<file path="src/assert_macros.svh">
// ----------------------------------------------------------------------------
// assert_macros.svh
// Assertion helpers shared by the frame receiver modules.
// ----------------------------------------------------------------------------
`ifndef ASSERT_MACROS_SVH
`define ASSERT_MACROS_SVH

// cons must hold whenever ante holds
`define CHK_IMPLY(lbl, clk, rst_n, ante, cons, msg) \
    lbl: assert property (@(posedge clk) disable iff (!rst_n) (ante) |-> (cons)) \
        else $error(msg);

// cond must never hold
`define CHK_NEVER(lbl, clk, rst_n, cond, msg) \
    lbl: assert property (@(posedge clk) disable iff (!rst_n) !(cond)) \
        else $error(msg);

`endif

</file>
<file path="src/crcfr_pkg.sv">
// ----------------------------------------------------------------------------
// crcfr_pkg
// Types, constants and the CRC-16/MODBUS byte update for the frame receiver.
// ----------------------------------------------------------------------------
package crcfr_pkg;

    localparam logic [7:0]  HDR_FIRST       = 8'h5D;
    localparam logic [7:0]  HDR_SECOND      = 8'h7E;
    localparam logic [7:0]  END_BYTE        = 8'h5E;
    localparam logic [15:0] CRC_POLY        = 16'hA001;
    localparam logic [15:0] CRC_INIT        = 16'hFFFF;
    localparam logic [15:0] TIMEOUT_DEFAULT = 16'd100;

    typedef enum logic [1:0] {
        ST_OK      = 2'd0,
        ST_BAD_CRC = 2'd1,
        ST_BAD_END = 2'd2,
        ST_BAD_LEN = 2'd3
    } status_t;

    // one frame outcome, front to back
    typedef struct packed {
        status_t    status;
        logic [7:0] length;
        logic       use_ram;
        logic       bank;
    } cmd_t;

    // one result request
    typedef struct packed {
        status_t    status;
        logic [7:0] payload_byte;
        logic [7:0] payload_length;
        logic       last;
    } res_t;

    function automatic logic [15:0] crc_feed(input logic [15:0] crc, input logic [7:0] b);
        logic [15:0] c;
        c = crc ^ {8'h00, b};
        for (int k = 0; k < 8; k++) begin
            if (c[0])
            begin
                c = (c >> 1) ^ CRC_POLY;
            end
            else
            begin
                c = c >> 1;
            end
        end
        return c;
    endfunction

endpackage

</file>
<file path="src/crc_frame_receiver_core.sv">
// ----------------------------------------------------------------------------
// crc_frame_receiver_core
// UART frame receiver with CRC-16/MODBUS check; emits payload bytes of good
// frames and one status result for rejected frames.
//
//   channel   direction  handshake          payload
//   input     in         push / full        mode, rx_byte
//   result    out        empty / pop        status, payload_byte,
//                                           payload_length, last
//   config    in         cfg_valid / ready  cfg_data (idle_timeout_ms)
//
// Input items are accepted whenever full is low; full rises only while two
// frame outcomes wait in the command queue.
// Results pass through the registered payload RAM read into a two-entry
// result queue; reads stall while the two together hold two results.
// Payload RAM is double-banked so a new frame fills while the last drains.
// Reset is asynchronous; no clearing pass is needed.
// ----------------------------------------------------------------------------
module crc_frame_receiver_core #(
    parameter int MAX_PAYLOAD = 32
) (
    input  logic        clk,
    input  logic        rst_n,
    input  logic        push,
    output logic        full,
    input  logic        mode,
    input  logic [7:0]  rx_byte,
    output logic        empty,
    input  logic        pop,
    output logic [1:0]  status,
    output logic [7:0]  payload_byte,
    output logic [7:0]  payload_length,
    output logic        last,
    input  logic        cfg_valid,
    output logic        cfg_ready,
    input  logic [15:0] cfg_data
);

    localparam int IW = (MAX_PAYLOAD > 1) ? $clog2(MAX_PAYLOAD) : 1;

    logic              acc;
    logic              cmd_push, cmd_pop, cmd_full, cmd_empty;
    crcfr_pkg::cmd_t   cmd_in, cmd_head;
    logic              ram_we, ram_re;
    logic [IW:0]       ram_waddr, ram_raddr;
    logic [7:0]        ram_wdata, ram_rdata;
    crcfr_pkg::res_t   res;

    assign cfg_ready      = 1'b1;
    assign full           = cmd_full;
    assign acc            = push && !cmd_full;
    assign status         = res.status;
    assign payload_byte   = res.payload_byte;
    assign payload_length = res.payload_length;
    assign last           = res.last;

    crcfr_front #(
        .MAX_PAYLOAD (MAX_PAYLOAD)
    ) u_front (
        .clk       (clk),
        .rst_n     (rst_n),
        .acc       (acc),
        .mode      (mode),
        .rx_byte   (rx_byte),
        .cfg_we    (cfg_valid),
        .cfg_data  (cfg_data),
        .cmd_push  (cmd_push),
        .cmd_out   (cmd_in),
        .ram_we    (ram_we),
        .ram_waddr (ram_waddr),
        .ram_wdata (ram_wdata)
    );

    crcfr_cmd_q u_cmd_q (
        .clk   (clk),
        .rst_n (rst_n),
        .push  (cmd_push),
        .din   (cmd_in),
        .pop   (cmd_pop),
        .full  (cmd_full),
        .empty (cmd_empty),
        .head  (cmd_head)
    );

    crcfr_ram #(
        .WIDTH (8),
        .DEPTH (2 << IW)
    ) u_ram (
        .clk   (clk),
        .we    (ram_we),
        .waddr (ram_waddr),
        .wdata (ram_wdata),
        .re    (ram_re),
        .raddr (ram_raddr),
        .rdata (ram_rdata)
    );

    crcfr_back #(
        .MAX_PAYLOAD (MAX_PAYLOAD)
    ) u_back (
        .clk       (clk),
        .rst_n     (rst_n),
        .cmd_valid (!cmd_empty),
        .cmd       (cmd_head),
        .cmd_pop   (cmd_pop),
        .ram_re    (ram_re),
        .ram_raddr (ram_raddr),
        .ram_rdata (ram_rdata),
        .pop       (pop),
        .empty     (empty),
        .res       (res)
    );

endmodule

</file>
<file path="src/crcfr_ram.sv">
// ----------------------------------------------------------------------------
// crcfr_ram
// Generic one-write, one-read RAM with registered read data.
// ----------------------------------------------------------------------------
module crcfr_ram #(
    parameter int WIDTH = 8,
    parameter int DEPTH = 64
) (
    input  logic                     clk,
    input  logic                     we,
    input  logic [$clog2(DEPTH)-1:0] waddr,
    input  logic [WIDTH-1:0]         wdata,
    input  logic                     re,
    input  logic [$clog2(DEPTH)-1:0] raddr,
    output logic [WIDTH-1:0]         rdata
);

    logic [WIDTH-1:0] mem_reg [DEPTH];

    always_ff @(posedge clk)
    begin
        if (we)
        begin
            mem_reg[waddr] <= wdata;
        end
        if (re)
        begin
            rdata <= mem_reg[raddr];
        end
    end

endmodule

</file>
<file path="src/crcfr_front.sv">
// ----------------------------------------------------------------------------
// crcfr_front
// Frame parser: hunts headers, keeps the running CRC, stores payload bytes
// and posts one command per finished or rejected frame; an idle timeout drops a partial frame with none.
// ----------------------------------------------------------------------------
`include "assert_macros.svh"

module crcfr_front #(
    parameter int MAX_PAYLOAD = 32,
    localparam int IW = (MAX_PAYLOAD > 1) ? $clog2(MAX_PAYLOAD) : 1
) (
    input  logic              clk,
    input  logic              rst_n,
    input  logic              acc,
    input  logic              mode,
    input  logic [7:0]        rx_byte,
    input  logic              cfg_we,
    input  logic [15:0]       cfg_data,
    output logic              cmd_push,
    output crcfr_pkg::cmd_t   cmd_out,
    output logic              ram_we,
    output logic [IW:0]       ram_waddr,
    output logic [7:0]        ram_wdata
);

    typedef enum logic [2:0] {
        PH_HUNT  = 3'd0,
        PH_WAIT2 = 3'd1,
        PH_LEN   = 3'd2,
        PH_DATA  = 3'd3,
        PH_CRCLO = 3'd4,
        PH_CRCHI = 3'd5,
        PH_END   = 3'd6
    } phase_t;

    phase_t      phase_reg, phase_next;
    logic [15:0] crc_reg, crc_next;
    logic [7:0]  len_reg, len_next;
    logic [7:0]  cnt_reg, cnt_next;
    logic [15:0] rcrc_reg, rcrc_next;
    logic [15:0] idle_reg, idle_next;
    logic [15:0] timeout_reg, timeout_next;
    logic        bank_reg, bank_next;
    logic [15:0] idle_inc;
    logic [15:0] crc_upd;

    assign crc_upd   = crcfr_pkg::crc_feed(crc_reg, rx_byte);
    assign idle_inc  = (idle_reg == 16'hFFFF) ? idle_reg : idle_reg + 16'd1;
    assign ram_waddr = {bank_reg, cnt_reg[IW-1:0]};
    assign ram_wdata = rx_byte;

    always_comb
    begin
        phase_next   = phase_reg;
        crc_next     = crc_reg;
        len_next     = len_reg;
        cnt_next     = cnt_reg;
        rcrc_next    = rcrc_reg;
        idle_next    = idle_reg;
        bank_next    = bank_reg;
        timeout_next = cfg_we ? cfg_data : timeout_reg;
        cmd_push     = 1'b0;
        cmd_out      = '0;
        ram_we       = 1'b0;

        if (acc && mode)
        begin
            idle_next = idle_inc;
            if (idle_inc > timeout_reg)
            begin
                idle_next  = '0;
                phase_next = PH_HUNT;
                crc_next   = crcfr_pkg::CRC_INIT;
                len_next   = '0;
                cnt_next   = '0;
                rcrc_next  = '0;
            end
        end
        else if (acc)
        begin
            idle_next = '0;
            unique case (phase_reg)
                PH_HUNT:
                begin
                    if (rx_byte == crcfr_pkg::HDR_FIRST)
                    begin
                        crc_next   = crcfr_pkg::crc_feed(crcfr_pkg::CRC_INIT, rx_byte);
                        phase_next = PH_WAIT2;
                    end
                end
                PH_WAIT2:
                begin
                    if (rx_byte == crcfr_pkg::HDR_SECOND)
                    begin
                        crc_next   = crc_upd;
                        phase_next = PH_LEN;
                    end
                end
                PH_LEN:
                begin
                    len_next = rx_byte;
                    crc_next = crc_upd;
                    cnt_next = '0;
                    if (rx_byte > 8'(MAX_PAYLOAD))
                    begin
                        cmd_push       = 1'b1;
                        cmd_out.status = crcfr_pkg::ST_BAD_LEN;
                        cmd_out.length = rx_byte;
                        phase_next     = PH_HUNT;
                        crc_next       = crcfr_pkg::CRC_INIT;
                        len_next       = '0;
                        rcrc_next      = '0;
                    end
                    else
                    begin
                        phase_next = (rx_byte == 8'd0) ? PH_CRCLO : PH_DATA;
                    end
                end
                PH_DATA:
                begin
                    ram_we   = 1'b1;
                    cnt_next = cnt_reg + 8'd1;
                    crc_next = crc_upd;
                    if (cnt_reg + 8'd1 >= len_reg)
                    begin
                        phase_next = PH_CRCLO;
                    end
                end
                PH_CRCLO:
                begin
                    rcrc_next  = {8'h00, rx_byte};
                    phase_next = PH_CRCHI;
                end
                PH_CRCHI:
                begin
                    rcrc_next  = {rx_byte, rcrc_reg[7:0]};
                    phase_next = PH_END;
                end
                PH_END:
                begin
                    cmd_push       = 1'b1;
                    cmd_out.length = len_reg;
                    cmd_out.bank   = bank_reg;
                    if (rcrc_reg != crc_reg)
                    begin
                        cmd_out.status = crcfr_pkg::ST_BAD_CRC;
                    end
                    else if (rx_byte != crcfr_pkg::END_BYTE)
                    begin
                        cmd_out.status = crcfr_pkg::ST_BAD_END;
                    end
                    else
                    begin
                        cmd_out.status  = crcfr_pkg::ST_OK;
                        cmd_out.use_ram = (len_reg != 8'd0);
                        if (len_reg != 8'd0)
                        begin
                            bank_next = ~bank_reg;
                        end
                    end
                    phase_next = PH_HUNT;
                    crc_next   = crcfr_pkg::CRC_INIT;
                    len_next   = '0;
                    cnt_next   = '0;
                    rcrc_next  = '0;
                end
                default:
                begin
                    phase_next = PH_HUNT;
                    crc_next   = crcfr_pkg::CRC_INIT;
                    len_next   = '0;
                    cnt_next   = '0;
                    rcrc_next  = '0;
                end
            endcase
        end
    end

    always_ff @(posedge clk or negedge rst_n)
    begin
        if (!rst_n)
        begin
            phase_reg   <= PH_HUNT;
            crc_reg     <= crcfr_pkg::CRC_INIT;
            len_reg     <= '0;
            cnt_reg     <= '0;
            rcrc_reg    <= '0;
            idle_reg    <= '0;
            timeout_reg <= crcfr_pkg::TIMEOUT_DEFAULT;
            bank_reg    <= 1'b0;
        end
        else
        begin
            phase_reg   <= phase_next;
            crc_reg     <= crc_next;
            len_reg     <= len_next;
            cnt_reg     <= cnt_next;
            rcrc_reg    <= rcrc_next;
            idle_reg    <= idle_next;
            timeout_reg <= timeout_next;
            bank_reg    <= bank_next;
        end
    end

    `CHK_IMPLY(a_data_in_range, clk, rst_n, phase_reg == PH_DATA, cnt_reg < len_reg, "byte count past frame length")
    `CHK_IMPLY(a_len_fits, clk, rst_n, phase_reg == PH_DATA, len_reg <= 8'(MAX_PAYLOAD), "stored frame longer than buffer")

endmodule

</file>
<file path="src/crcfr_cmd_q.sv">
// ----------------------------------------------------------------------------
// crcfr_cmd_q
// Two-entry command queue between parser and result sequencer.
// ----------------------------------------------------------------------------
`include "assert_macros.svh"

module crcfr_cmd_q (
    input  logic            clk,
    input  logic            rst_n,
    input  logic            push,
    input  crcfr_pkg::cmd_t din,
    input  logic            pop,
    output logic            full,
    output logic            empty,
    output crcfr_pkg::cmd_t head
);

    crcfr_pkg::cmd_t q_reg [2];
    logic       wptr_reg, wptr_next;
    logic       rptr_reg, rptr_next;
    logic [1:0] cnt_reg, cnt_next;

    assign full  = (cnt_reg == 2'd2);
    assign empty = (cnt_reg == 2'd0);
    assign head  = q_reg[rptr_reg];

    always_comb
    begin
        wptr_next = push ? ~wptr_reg : wptr_reg;
        rptr_next = pop ? ~rptr_reg : rptr_reg;
        cnt_next  = cnt_reg + 2'(push) - 2'(pop);
    end

    always_ff @(posedge clk)
    begin
        if (push)
        begin
            q_reg[wptr_reg] <= din;
        end
    end

    always_ff @(posedge clk or negedge rst_n)
    begin
        if (!rst_n)
        begin
            wptr_reg <= 1'b0;
            rptr_reg <= 1'b0;
            cnt_reg  <= '0;
        end
        else
        begin
            wptr_reg <= wptr_next;
            rptr_reg <= rptr_next;
            cnt_reg  <= cnt_next;
        end
    end

    `CHK_NEVER(a_q_overflow, clk, rst_n, push && full, "command pushed into full queue")
    `CHK_NEVER(a_q_underflow, clk, rst_n, pop && empty, "command popped from empty queue")

endmodule

</file>
<file path="src/crcfr_back.sv">
// ----------------------------------------------------------------------------
// crcfr_back
// Result sequencer: walks each command, reads stored payload bytes and
// fills a two-entry result queue.
// ----------------------------------------------------------------------------
`include "assert_macros.svh"

module crcfr_back #(
    parameter int MAX_PAYLOAD = 32,
    localparam int IW = (MAX_PAYLOAD > 1) ? $clog2(MAX_PAYLOAD) : 1
) (
    input  logic              clk,
    input  logic              rst_n,
    input  logic              cmd_valid,
    input  crcfr_pkg::cmd_t   cmd,
    output logic              cmd_pop,
    output logic              ram_re,
    output logic [IW:0]       ram_raddr,
    input  logic [7:0]        ram_rdata,
    input  logic              pop,
    output logic              empty,
    output crcfr_pkg::res_t   res
);

    logic [7:0]        idx_reg, idx_next;
    logic              s1_vld_reg;
    crcfr_pkg::res_t   s1_reg, s1_next;
    logic              s1_ram_reg;
    crcfr_pkg::res_t   oq_reg [2];
    crcfr_pkg::res_t   oq_in;
    logic              oq_wptr_reg, oq_rptr_reg;
    logic [1:0]        oq_cnt_reg, oq_cnt_next;
    logic [2:0]        used;
    logic              issue, is_last, deq;

    assign used      = {1'b0, oq_cnt_reg} + {2'b00, s1_vld_reg};
    assign issue     = cmd_valid && (used < 3'd2);
    assign is_last   = !cmd.use_ram || ((idx_reg + 8'd1) == cmd.length);
    assign cmd_pop   = issue && is_last;
    assign ram_re    = issue && cmd.use_ram;
    assign ram_raddr = {cmd.bank, idx_reg[IW-1:0]};
    assign idx_next  = issue ? (is_last ? 8'd0 : idx_reg + 8'd1) : idx_reg;

    assign deq   = pop && (oq_cnt_reg != 2'd0);
    assign empty = (oq_cnt_reg == 2'd0);
    assign res   = oq_reg[oq_rptr_reg];

    always_comb
    begin
        s1_next                = '0;
        s1_next.status         = cmd.status;
        s1_next.payload_length = cmd.length;
        s1_next.last           = is_last;
        oq_in                  = s1_reg;
        oq_in.payload_byte     = s1_ram_reg ? ram_rdata : 8'd0;
        oq_cnt_next            = oq_cnt_reg + 2'(s1_vld_reg) - 2'(deq);
    end

    always_ff @(posedge clk)
    begin
        if (issue)
        begin
            s1_reg     <= s1_next;
            s1_ram_reg <= cmd.use_ram;
        end
        if (s1_vld_reg)
        begin
            oq_reg[oq_wptr_reg] <= oq_in;
        end
    end

    always_ff @(posedge clk or negedge rst_n)
    begin
        if (!rst_n)
        begin
            idx_reg     <= '0;
            s1_vld_reg  <= 1'b0;
            oq_wptr_reg <= 1'b0;
            oq_rptr_reg <= 1'b0;
            oq_cnt_reg  <= '0;
        end
        else
        begin
            idx_reg     <= idx_next;
            s1_vld_reg  <= issue;
            oq_wptr_reg <= s1_vld_reg ? ~oq_wptr_reg : oq_wptr_reg;
            oq_rptr_reg <= deq ? ~oq_rptr_reg : oq_rptr_reg;
            oq_cnt_reg  <= oq_cnt_next;
        end
    end

    `CHK_NEVER(a_oq_room, clk, rst_n, used > 3'd2, "result queue overcommitted")
    `CHK_IMPLY(a_idx_idle, clk, rst_n, !cmd_valid, idx_reg == 8'd0, "index left mid-frame without command")

endmodule
</file>
<file path="config.mk">
export PLATFORM = sky130hd
export DESIGN_NAME = crc_frame_receiver_core
export DESIGN_NICKNAME = d
export VERILOG_FILES = /design/src/crcfr_pkg.sv /design/src/crc_frame_receiver_core.sv /design/src/crcfr_ram.sv /design/src/crcfr_front.sv /design/src/crcfr_cmd_q.sv /design/src/crcfr_back.sv
export VERILOG_INCLUDE_DIRS = /design/src /design/src/src
export SDC_FILE = /design/constraint.sdc
export NUM_CORES = 1
export LEC_CHECK = 0
export ABC_AREA = 1
export BUFFER_PORTS_ARGS = -buffer_cell sky130_fd_sc_hd__buf_2
export CAP_MARGIN = 40
export CORE_ASPECT_RATIO = 0.8
export CORE_MARGIN = 2
export CORE_UTILIZATION = 55
export CTS_CLUSTER_DIAMETER = 30
export DETAILED_ROUTE_END_ITERATION = 8
export PLACE_DENSITY = 0.71
export RECOVER_POWER = 100
export SLEW_MARGIN = 25
export SYNTH_ARGS = -nofsm -noshare
export SYNTH_HDL_FRONTEND = slang
export SYNTH_SLANG_ARGS = --single-unit
</file>
<file path="constraint.sdc">
create_clock -name clk -period 4.49 [get_ports clk]
set_input_delay 0.2245 -clock clk [delete_from_list [all_inputs] [get_ports clk]]
set_output_delay 0.2245 -clock clk [all_outputs]
set_load 0.01 [all_outputs]
</file>
==> metrics, run 1 <==
number of cell rows 76; launching point of the worst reg2reg path u_front.idle_reg[0]$_DFFE_PN0P_; estimated wirelength of the detail-placed design 45.32 mm; initial antenna violation count 1; count of different cell masters after synthesis 47; final routed wirelength across all metal layers 77.74 mm; placeable core region between 50000 and 60000 um^2; input/output buffers 50; Warnings, synthesis 0; IR Drop Worst-Case VDD 439.3 uV; I/O pin total 52; register bit count reported by yosys 695; count of mapped cells out of synthesis 2607; cells along the critical path ha_1, nand2_1, nor3_1, nand4_1, inv_1, nand3_2, inv_1, nor2_1, nand2_1, xor2_1, inv_1, ha_1, nand2_1, nor4_1, nand2_1, nand2_1, nand2_1, nand3_2, clkinvlp_4, o21ai_0; largest net degree at the start of global routing 130; async set or reset register ratio after synthesis 14.53%; clock share of power a little over two fifths; cell family with the largest share of critical-path delay simple AND/OR/NAND/NOR gates; crit path setup slack, layout 0.3755 ns; instance count after placement with tap cells included 3270; status complete, but fails checks; die area 55920 um^2; post-route insts no fill 3530; Critical Path End Type flip-flop; minimum setup slack after placement ~0.38 ns; DRT antenna net count 0; fill cell total of the finished layout a little under 4k; first-pass GRT wire length 118.3 mm; instance count on the critical path 20; final hold violations 0; number of flip-flops in the largest register a little over 500; net switching power 6.735 mW; worst setup slack for register-to-register paths between 0.3 and 0.4 ns; fraction of final layout cells with drive strength greater than 1 10.04%; leakage component of the power 12.62 nW; skew final 0.02794 ns; crit start category flip-flop; violations in the final reports capacitance limit, slew limit; Req. time, crit path 5.05 ns; cell types occupying the most area after synthesis sky130_fd_sc_hd__edfxtp_1 60%, sky130_fd_sc_hd__dfrtp_1 6.9%, sky130_fd_sc_hd__o21ai_0 6.6%, sky130_fd_sc_hd__nor2_1 5.5%, sky130_fd_sc_hd__nand2_1 4.2%; crit path to u_front.crc_reg[5]$_DFFE_PN1P_; setup_tns 0 ns; number of buffers inserted during clock tree synthesis 113; clk sink count 695; critical path's largest stage delay 0.39 ns; post-route fraction of the period consumed by the critical path 91.64%; total number of vias 21.26k; dominant register cell in the synthesized netlist sky130_fd_sc_hd__edfxtp_1; P_int 14.39 mW; cell count of the worst reg-to-reg path 20; final-report max-slew violation count 333; clock transition at the register clock pins on the worst setup and hold paths after CTS 0.05 ns; number of antenna cells inserted 0; buffer type at the clock tree root sky130_fd_sc_hd__clkbuf_16; Max clock buf depth 3; CTS tree built; Synth Area per Inst 11.40 um^2; startpoint-to-endpoint class of the critical path flip-flop to flip-flop; vertical extent of the die 211.9 um; worst hold slack 0.05462 ns; Switching Fraction 31.87%; DRC violation count after routing 0; routability congestion estimate from global placement 0.9031; mapped cell area 29720 um^2; highest clock rate 243.0 MHz; Die X 263.9 um; Worst Max-Slew Pin Slew 3.047 ns; share of total power in sequential cells 35.5%; via/cell ratio 6.023; area growth from synthesis to layout 17.47%; gr ovfl total 0; largest area contributor in the synthesized netlist sky130_fd_sc_hd__edfxtp_1; average routed wire per standard cell between 20 and 25 um; clock insertion delay at the later pin of the skew report 0.66 ns; worst endpoint data arrival time about 4.7 ns; Critical path buffers and inverters 4; critical path peak fanout 13; sequential area share after synthesis 68.60%; most frequent cell on the critical path sky130_fd_sc_hd__nand2_1; number of global-route vias before repair 20.52k; max_cap viols 7; number of synthesized flops with an enable pin around 590; unrepaired setup endpoints after global routing yes; final-stage net count roughly 2.8k; effective utilization at floorplan 55.41%; slew margin rel. -103.2%; total global routing track utilization 27.71%; combinational fraction of design power between 20% and 30%; number of nets in the synthesized netlist about 2.7k; Hold WC Path Type input pin to flip-flop; Worst path slowest cell sky130_fd_sc_hd__dfrtp_1; drt first-iter violations 2828; Pwr Density 605.2 nW/um^2; Synth top area share 60.02%; H-tree lvl count 3; final count of negative-setup-slack endpoints 0; number of detailed-route iterations in the first pass 7; R2R Path End u_front.crc_reg[5]$_DFFE_PN1P_; time the final worst path needs with I/O delays and setup 4.114 ns; worst setup path startpoint u_front.idle_reg[0]$_DFFE_PN0P_
-- synthesized netlist by cell type (2+ instances only) --
master	instances
sky130_fd_sc_hd__a211oi_1	6
sky130_fd_sc_hd__a21oi_1	26
sky130_fd_sc_hd__a22o_1	2
sky130_fd_sc_hd__a22oi_1	8
sky130_fd_sc_hd__buf_1	3
sky130_fd_sc_hd__buf_2	28
sky130_fd_sc_hd__buf_4	3
sky130_fd_sc_hd__clkbuf_1	102
sky130_fd_sc_hd__dfrtp_1	82
sky130_fd_sc_hd__dfstp_2	19
sky130_fd_sc_hd__edfxtp_1	594
sky130_fd_sc_hd__ha_1	43
sky130_fd_sc_hd__inv_1	141
sky130_fd_sc_hd__inv_2	4
sky130_fd_sc_hd__nand2_1	332
sky130_fd_sc_hd__nand2_2	3
sky130_fd_sc_hd__nand3_1	64
sky130_fd_sc_hd__nand3_2	2
sky130_fd_sc_hd__nand4_1	16
sky130_fd_sc_hd__nor2_1	437
sky130_fd_sc_hd__nor2_4	3
sky130_fd_sc_hd__nor3_1	12
sky130_fd_sc_hd__nor4_1	4
sky130_fd_sc_hd__o211ai_1	10
sky130_fd_sc_hd__o21a_1	2
sky130_fd_sc_hd__o21ai_0	390
sky130_fd_sc_hd__o21ai_1	10
sky130_fd_sc_hd__o21bai_1	3
sky130_fd_sc_hd__o221ai_1	13
sky130_fd_sc_hd__o22ai_1	148
sky130_fd_sc_hd__o311ai_0	3
sky130_fd_sc_hd__o31ai_1	16
sky130_fd_sc_hd__or2_2	6
sky130_fd_sc_hd__xnor2_1	24
sky130_fd_sc_hd__xor2_1	36
-- worst min path at each step --
stage,startpoint,depth (start not counted),to
floorplan,rst_n,0,u_back.idx_reg[0]$_DFFE_PN0P_
global placement,rst_n,1,u_back.oq_rptr_reg$_DFFE_PN0P_
detailed placement,rst_n,1,u_back.oq_rptr_reg$_DFFE_PN0P_
CTS,cfg_valid,3,u_front.timeout_reg[15]$_DFFE_PN0P_
global route,rx_byte[1],4,u_front.len_reg[1]$_DFFE_PN0P_
finish,cfg_valid,3,u_front.timeout_reg[13]$_DFFE_PN0P_
-- cell type report --
type | instances | area [um^2] | area share [%]
Tap cell | 702 | 878.3 | 2.516
Clock inverter | 84 | 1013 | 2.903
Sequential cell | 695 | 20390 | 58.42
Timing Repair inverter | 1 | 7.507 | 0.02150
Multi-Input combinational cell | 1631 | 8204 | 23.50
Clock buffer | 130 | 2965 | 8.494
Inverter | 145 | 554.3 | 1.588
Timing Repair Buffer | 142 | 894.6 | 2.563
-- cell families (layout without fill, tap and decap cells) --
kind of cell               after synthesis  count (layout)  share of synthesized area (%)
and+or+nand+nor                        883             883                          11.93
xor gates and xnor gates                60              60                          1.768
muxes                                    1               1                        0.03789
DFF                                    695             695                          68.60
other                                    1               1                        0.01262
buffers and inverters                  281             502                          3.705
adders and majority gates               43              43                          1.810
AOI/OAI and AO/OA                      643             643                          12.14
-- repair_timing --
item / CTS / global route
setup endpoints to repair: 0 / 18
gates resized for setup: 0 / 3
hold endpoints to repair: 69 / 0
hold buffers: 29 / 0
setup buffers: 0 / 0
-- placed cells by master, fill, tap and decap left out, types with 43 or more instances in the layout --
| cell | instances |
|---|---|
| sky130_fd_sc_hd__clkbuf_1 | 78 |
| sky130_fd_sc_hd__nand3_1 | 63 |
| sky130_fd_sc_hd__o21ai_0 | 397 |
| sky130_fd_sc_hd__nand2_1 | 333 |
| sky130_fd_sc_hd__inv_1 | 138 |
| sky130_fd_sc_hd__o22ai_1 | 148 |
| sky130_fd_sc_hd__dfrtp_1 | 80 |
| sky130_fd_sc_hd__nor2_1 | 438 |
| sky130_fd_sc_hd__edfxtp_1 | 594 |
| sky130_fd_sc_hd__ha_1 | 43 |
| sky130_fd_sc_hd__clkbuf_16 | 116 |
-- stage by stage --
stage / power, mW / instance area [um^2] / utilization [%]
CTS: 21.17 / 35010 / 65.29
floorplan: 10.59 / 29720 / -
detailed placement: 12.21 / 30740 / 57.33
global placement: 12.11 / 30700 / 57.25
global route: 21.97 / 34910 / 65.09
finish: 21.13 / 34910 / 65.09
-- worst register-to-register path, delay by kind of cell (launching register included) --
kind / cells / cell delay, ns
buf+inv: 4 / 0.65
xor+xnor: 1 / 0.20
fa+ha+maj: 2 / 0.50
compound gates: 1 / 0.26
flops: 1 / 0.39
simple gates: 12 / 2.04
-- layer usage --
layer	vias up	routed length (um)	track usage (%)	share of wire, %
li1	9585	-	-	-
met1	10340	32300	39.12	42
met2	1168	35010	42.22	45
met3	170	8171	6.688	11
met4	2	2249	10.09	2.9
met5	-	9	0	0.012
-- power groups by stage --
stage / Sequential, mW / Combinational, mW / Clock (mW)
3_3_place_gp: 7.61 / 4.51 / 0
3_5_place_dp: 7.61 / 4.60 / 0
6_report: 7.50 / 4.70 / 8.93
2_1_floorplan: 7.48 / 3.10 / 0
4_1_cts: 7.49 / 4.69 / 8.99
5_1_grt: 7.52 / 5.15 / 9.30
Power figures use the tool's default switching activity.
==> run 2, diff against run 1 <==
--- a/config.mk
+++ b/config.mk
@@ -9,7 +9,7 @@
 export ABC_AREA = 1
 export BUFFER_PORTS_ARGS = -buffer_cell sky130_fd_sc_hd__buf_2
 export CAP_MARGIN = 40
-export CORE_ASPECT_RATIO = 0.8
+export CORE_ASPECT_RATIO = 1.2
 export CORE_MARGIN = 2
 export CORE_UTILIZATION = 55
 export CTS_CLUSTER_DIAMETER = 30
@@ -20,3 +20,4 @@
 export SYNTH_ARGS = -nofsm -noshare
 export SYNTH_HDL_FRONTEND = slang
 export SYNTH_SLANG_ARGS = --single-unit
+export TNS_END_PERCENT = 5
==> constraint.sdc (replaced) <==
create_clock -name clk -period 5.2 [get_ports clk]
set_input_delay 0.26 -clock clk [delete_from_list [all_inputs] [get_ports clk]]
set_output_delay 0.26 -clock clk [all_outputs]
set_load 0.01 [all_outputs]
==> metrics, run 2 (synthesized netlist as in run 1, its figures left out) <==
post-route fraction of the period consumed by the critical path 90.67%; buffer type at the clock tree root sky130_fd_sc_hd__clkbuf_16; number of detailed-route iterations in the first pass 8; combinational fraction of design power 22.5%; time the final worst path needs with I/O delays and setup 4.715 ns; most frequent cell on the critical path sky130_fd_sc_hd__o21ai_0; clock insertion delay at the later pin of the skew report 0.68 ns; number of global-route vias before repair 21.02k; CTS tree built; placeable core region 53530 um^2; slew margin rel. -143.1%; total number of vias 21.04k; leakage component of the power around 13 nW; drt first-iter violations 2257; hold_sp cfg_valid; number of buffers inserted during clock tree synthesis 113; final count of negative-setup-slack endpoints 0; Worst path slowest cell sky130_fd_sc_hd__clkbuf_2; average routed wire per standard cell 22.03 um; Critical Path End Type flip-flop; number of cell rows between 90 and 100; area growth from synthesis to layout 16.87%; final-stage net count 2780; launching point of the worst reg2reg path u_back.idx_reg[1]$_DFFE_PN0P_; DRT antenna net count 0; highest clock rate 212.1 MHz; final hold violations 0; commonest non-fill, non-tap cells in the layout 594 x sky130_fd_sc_hd__edfxtp_1, 438 x sky130_fd_sc_hd__nor2_1, 400 x sky130_fd_sc_hd__o21ai_0, 333 x sky130_fd_sc_hd__nand2_1, 148 x sky130_fd_sc_hd__o22ai_1; routability congestion estimate from global placement a little over 0.9; vertical extent of the die 258.6 um; unrepaired setup endpoints after global routing no; I/O pin total 52; Req. time, crit path 5.58 ns; worst setup path startpoint u_back.idx_reg[1]$_DFFE_PN0P_; max_cap viols 10; largest net degree at the start of global routing between 150 and 200; via/cell ratio 5.983; final-report max-slew violation count 528; Die X approximately 220 um; status complete, but fails checks; critical path peak fanout 65; Worst Max-Slew Pin Slew 3.647 ns; Tot Pwr 18.29 mW; fraction of final layout cells with drive strength greater than 1 under 10%; clock transition at the register clock pins on the worst setup and hold paths after CTS approximately 0.050 ns; P_int 12.39 mW; clk sink count slightly below 700; Max clock buf depth 3; startpoint-to-endpoint class of the critical path flip-flop to flip-flop; worst endpoint data arrival time 5.09 ns; net switching power 5.898 mW; estimated wirelength of the detail-placed design between 40 and 50 mm; most frequent standard cell in the layout excluding fill and tap cells sky130_fd_sc_hd__edfxtp_1; H-tree lvl count 3; setup_tns 0 ns; cells along the critical path clkinv_2, clkbuf_2, clkbuf_1, o21ai_0, o22ai_1, nor2_1, o22ai_1, o21ai_0, o21ai_0; critical path's largest stage delay 1.19 ns; violations in the final reports capacitance limit, slew limit; die area about 56000 um^2; clock share of power 42.0%; total global routing track utilization 27.73%; share of total power in sequential cells around 35%; Switching Fraction 32.25%; number of antenna cells inserted 0; Hold WC Path Type input pin to flip-flop; effective utilization at floorplan between 50% and 60%; final routed wirelength across all metal layers 77.47 mm; IR Drop Worst-Case VDD 302.8 uV; input/output buffers 50; DRC violation count after routing 0; skew final 0.02709 ns; worst hold slack just under 0.04 ns; number of flip-flops in the largest register 512; initial antenna violation count 0; first-pass GRT wire length 118.4 mm; Pwr Density 526.4 nW/um^2; crit start category flip-flop; gr ovfl total 0
run 2: changes by cell type in the layout (fill, tap and decap cells not counted), sizes merged:
cell / previous run / this run
buf: 45 / 40
clkbuf: 197 / 184
inv: 163 / 168
clkinv: 37 / 35
dlygate4sd3: 29 / 20
clkinvlp: 13 / 15
dlymetal6s2s: 1 / 0
run 2: what timing repair did:
item	4_1_cts	5_1_grt
setup buffers	0	0
hold buffers	20	0
endpoints found under the hold margin	58	0
resized for setup	0	0
run 2: worst max-delay path: cells and delay by family (launching register included):
family                 cells  cell delay [ns]
AND/OR/NAND/NOR            1             0.07
buffers and inverters      3             2.21
AO/OA/AOI/OAI              5             1.34
flip-flops                 1             0.73
run 2: area by class of cell:
| cell class | count | area [um^2] |
|---|---|---|
| Clock buffer | 123 | 2895 |
| Clock inverter | 90 | 1064 |
| Fill cell | 3967 | 18790 |
| Inverter | 145 | 550.5 |
| Multi-Input combinational cell | 1631 | 8194 |
| Sequential cell | 695 | 20400 |
| Tap cell | 712 | 890.9 |
| Timing Repair Buffer | 121 | 742.0 |
run 2: final timing paths:
check | depth (start not counted) | slack [ns] | end
worst min-delay path | 3 | 0.04 | u_front.timeout_reg[5]$_DFFE_PN1P_
worst max register to register | 9 | 0.48 | u_ram.rdata[2]$_DFFE_PP_
max in group asynchronous | 4 | 1.53 | u_front.timeout_reg[1]$_DFFE_PN0P_
worst max-delay path | 9 | 0.48 | u_ram.rdata[2]$_DFFE_PP_
min in group asynchronous | 2 | 0.80 | u_front.rcrc_reg[0]$_DFFE_PN0P_
worst min register to register | 0 | 0.45 | u_back.oq_reg[1][18]$_DFFE_PP_
run 2: per-stage QoR:
stage	setup slack [ns]	utilization (%)	std cells	cell area, um^2
floorplan	2.031	-	2607	29720
global placement	1.086	57.16	3263	30600
detailed placement	0.9940	57.25	3267	30640
CTS	0.9677	65.02	3500	34800
global route	0.2874	64.89	3517	34730
finish	0.4850	64.89	3517	34730
run 2: layer usage:
metal  share of wire (%)  track usage (%)  vias to the layer above
li1                    -                -                     9532
met4                 4.7            14.31                        0
met2                  50            47.39                      978
met5                   0                0                        -
met1                  38            34.07                    10320
met3                 7.5            4.730                      216
run 2: power groups by stage:
stage                     clock [mW]  combinational [mW]  sequential (mW)
after global placement             0                3.83             6.65
after global routing            7.99                4.50             6.50
after detailed placement           0                3.94             6.65
after CTS                       7.74                4.00             6.54
after floorplan                    0                2.68             6.46
final                           7.69                4.12             6.48
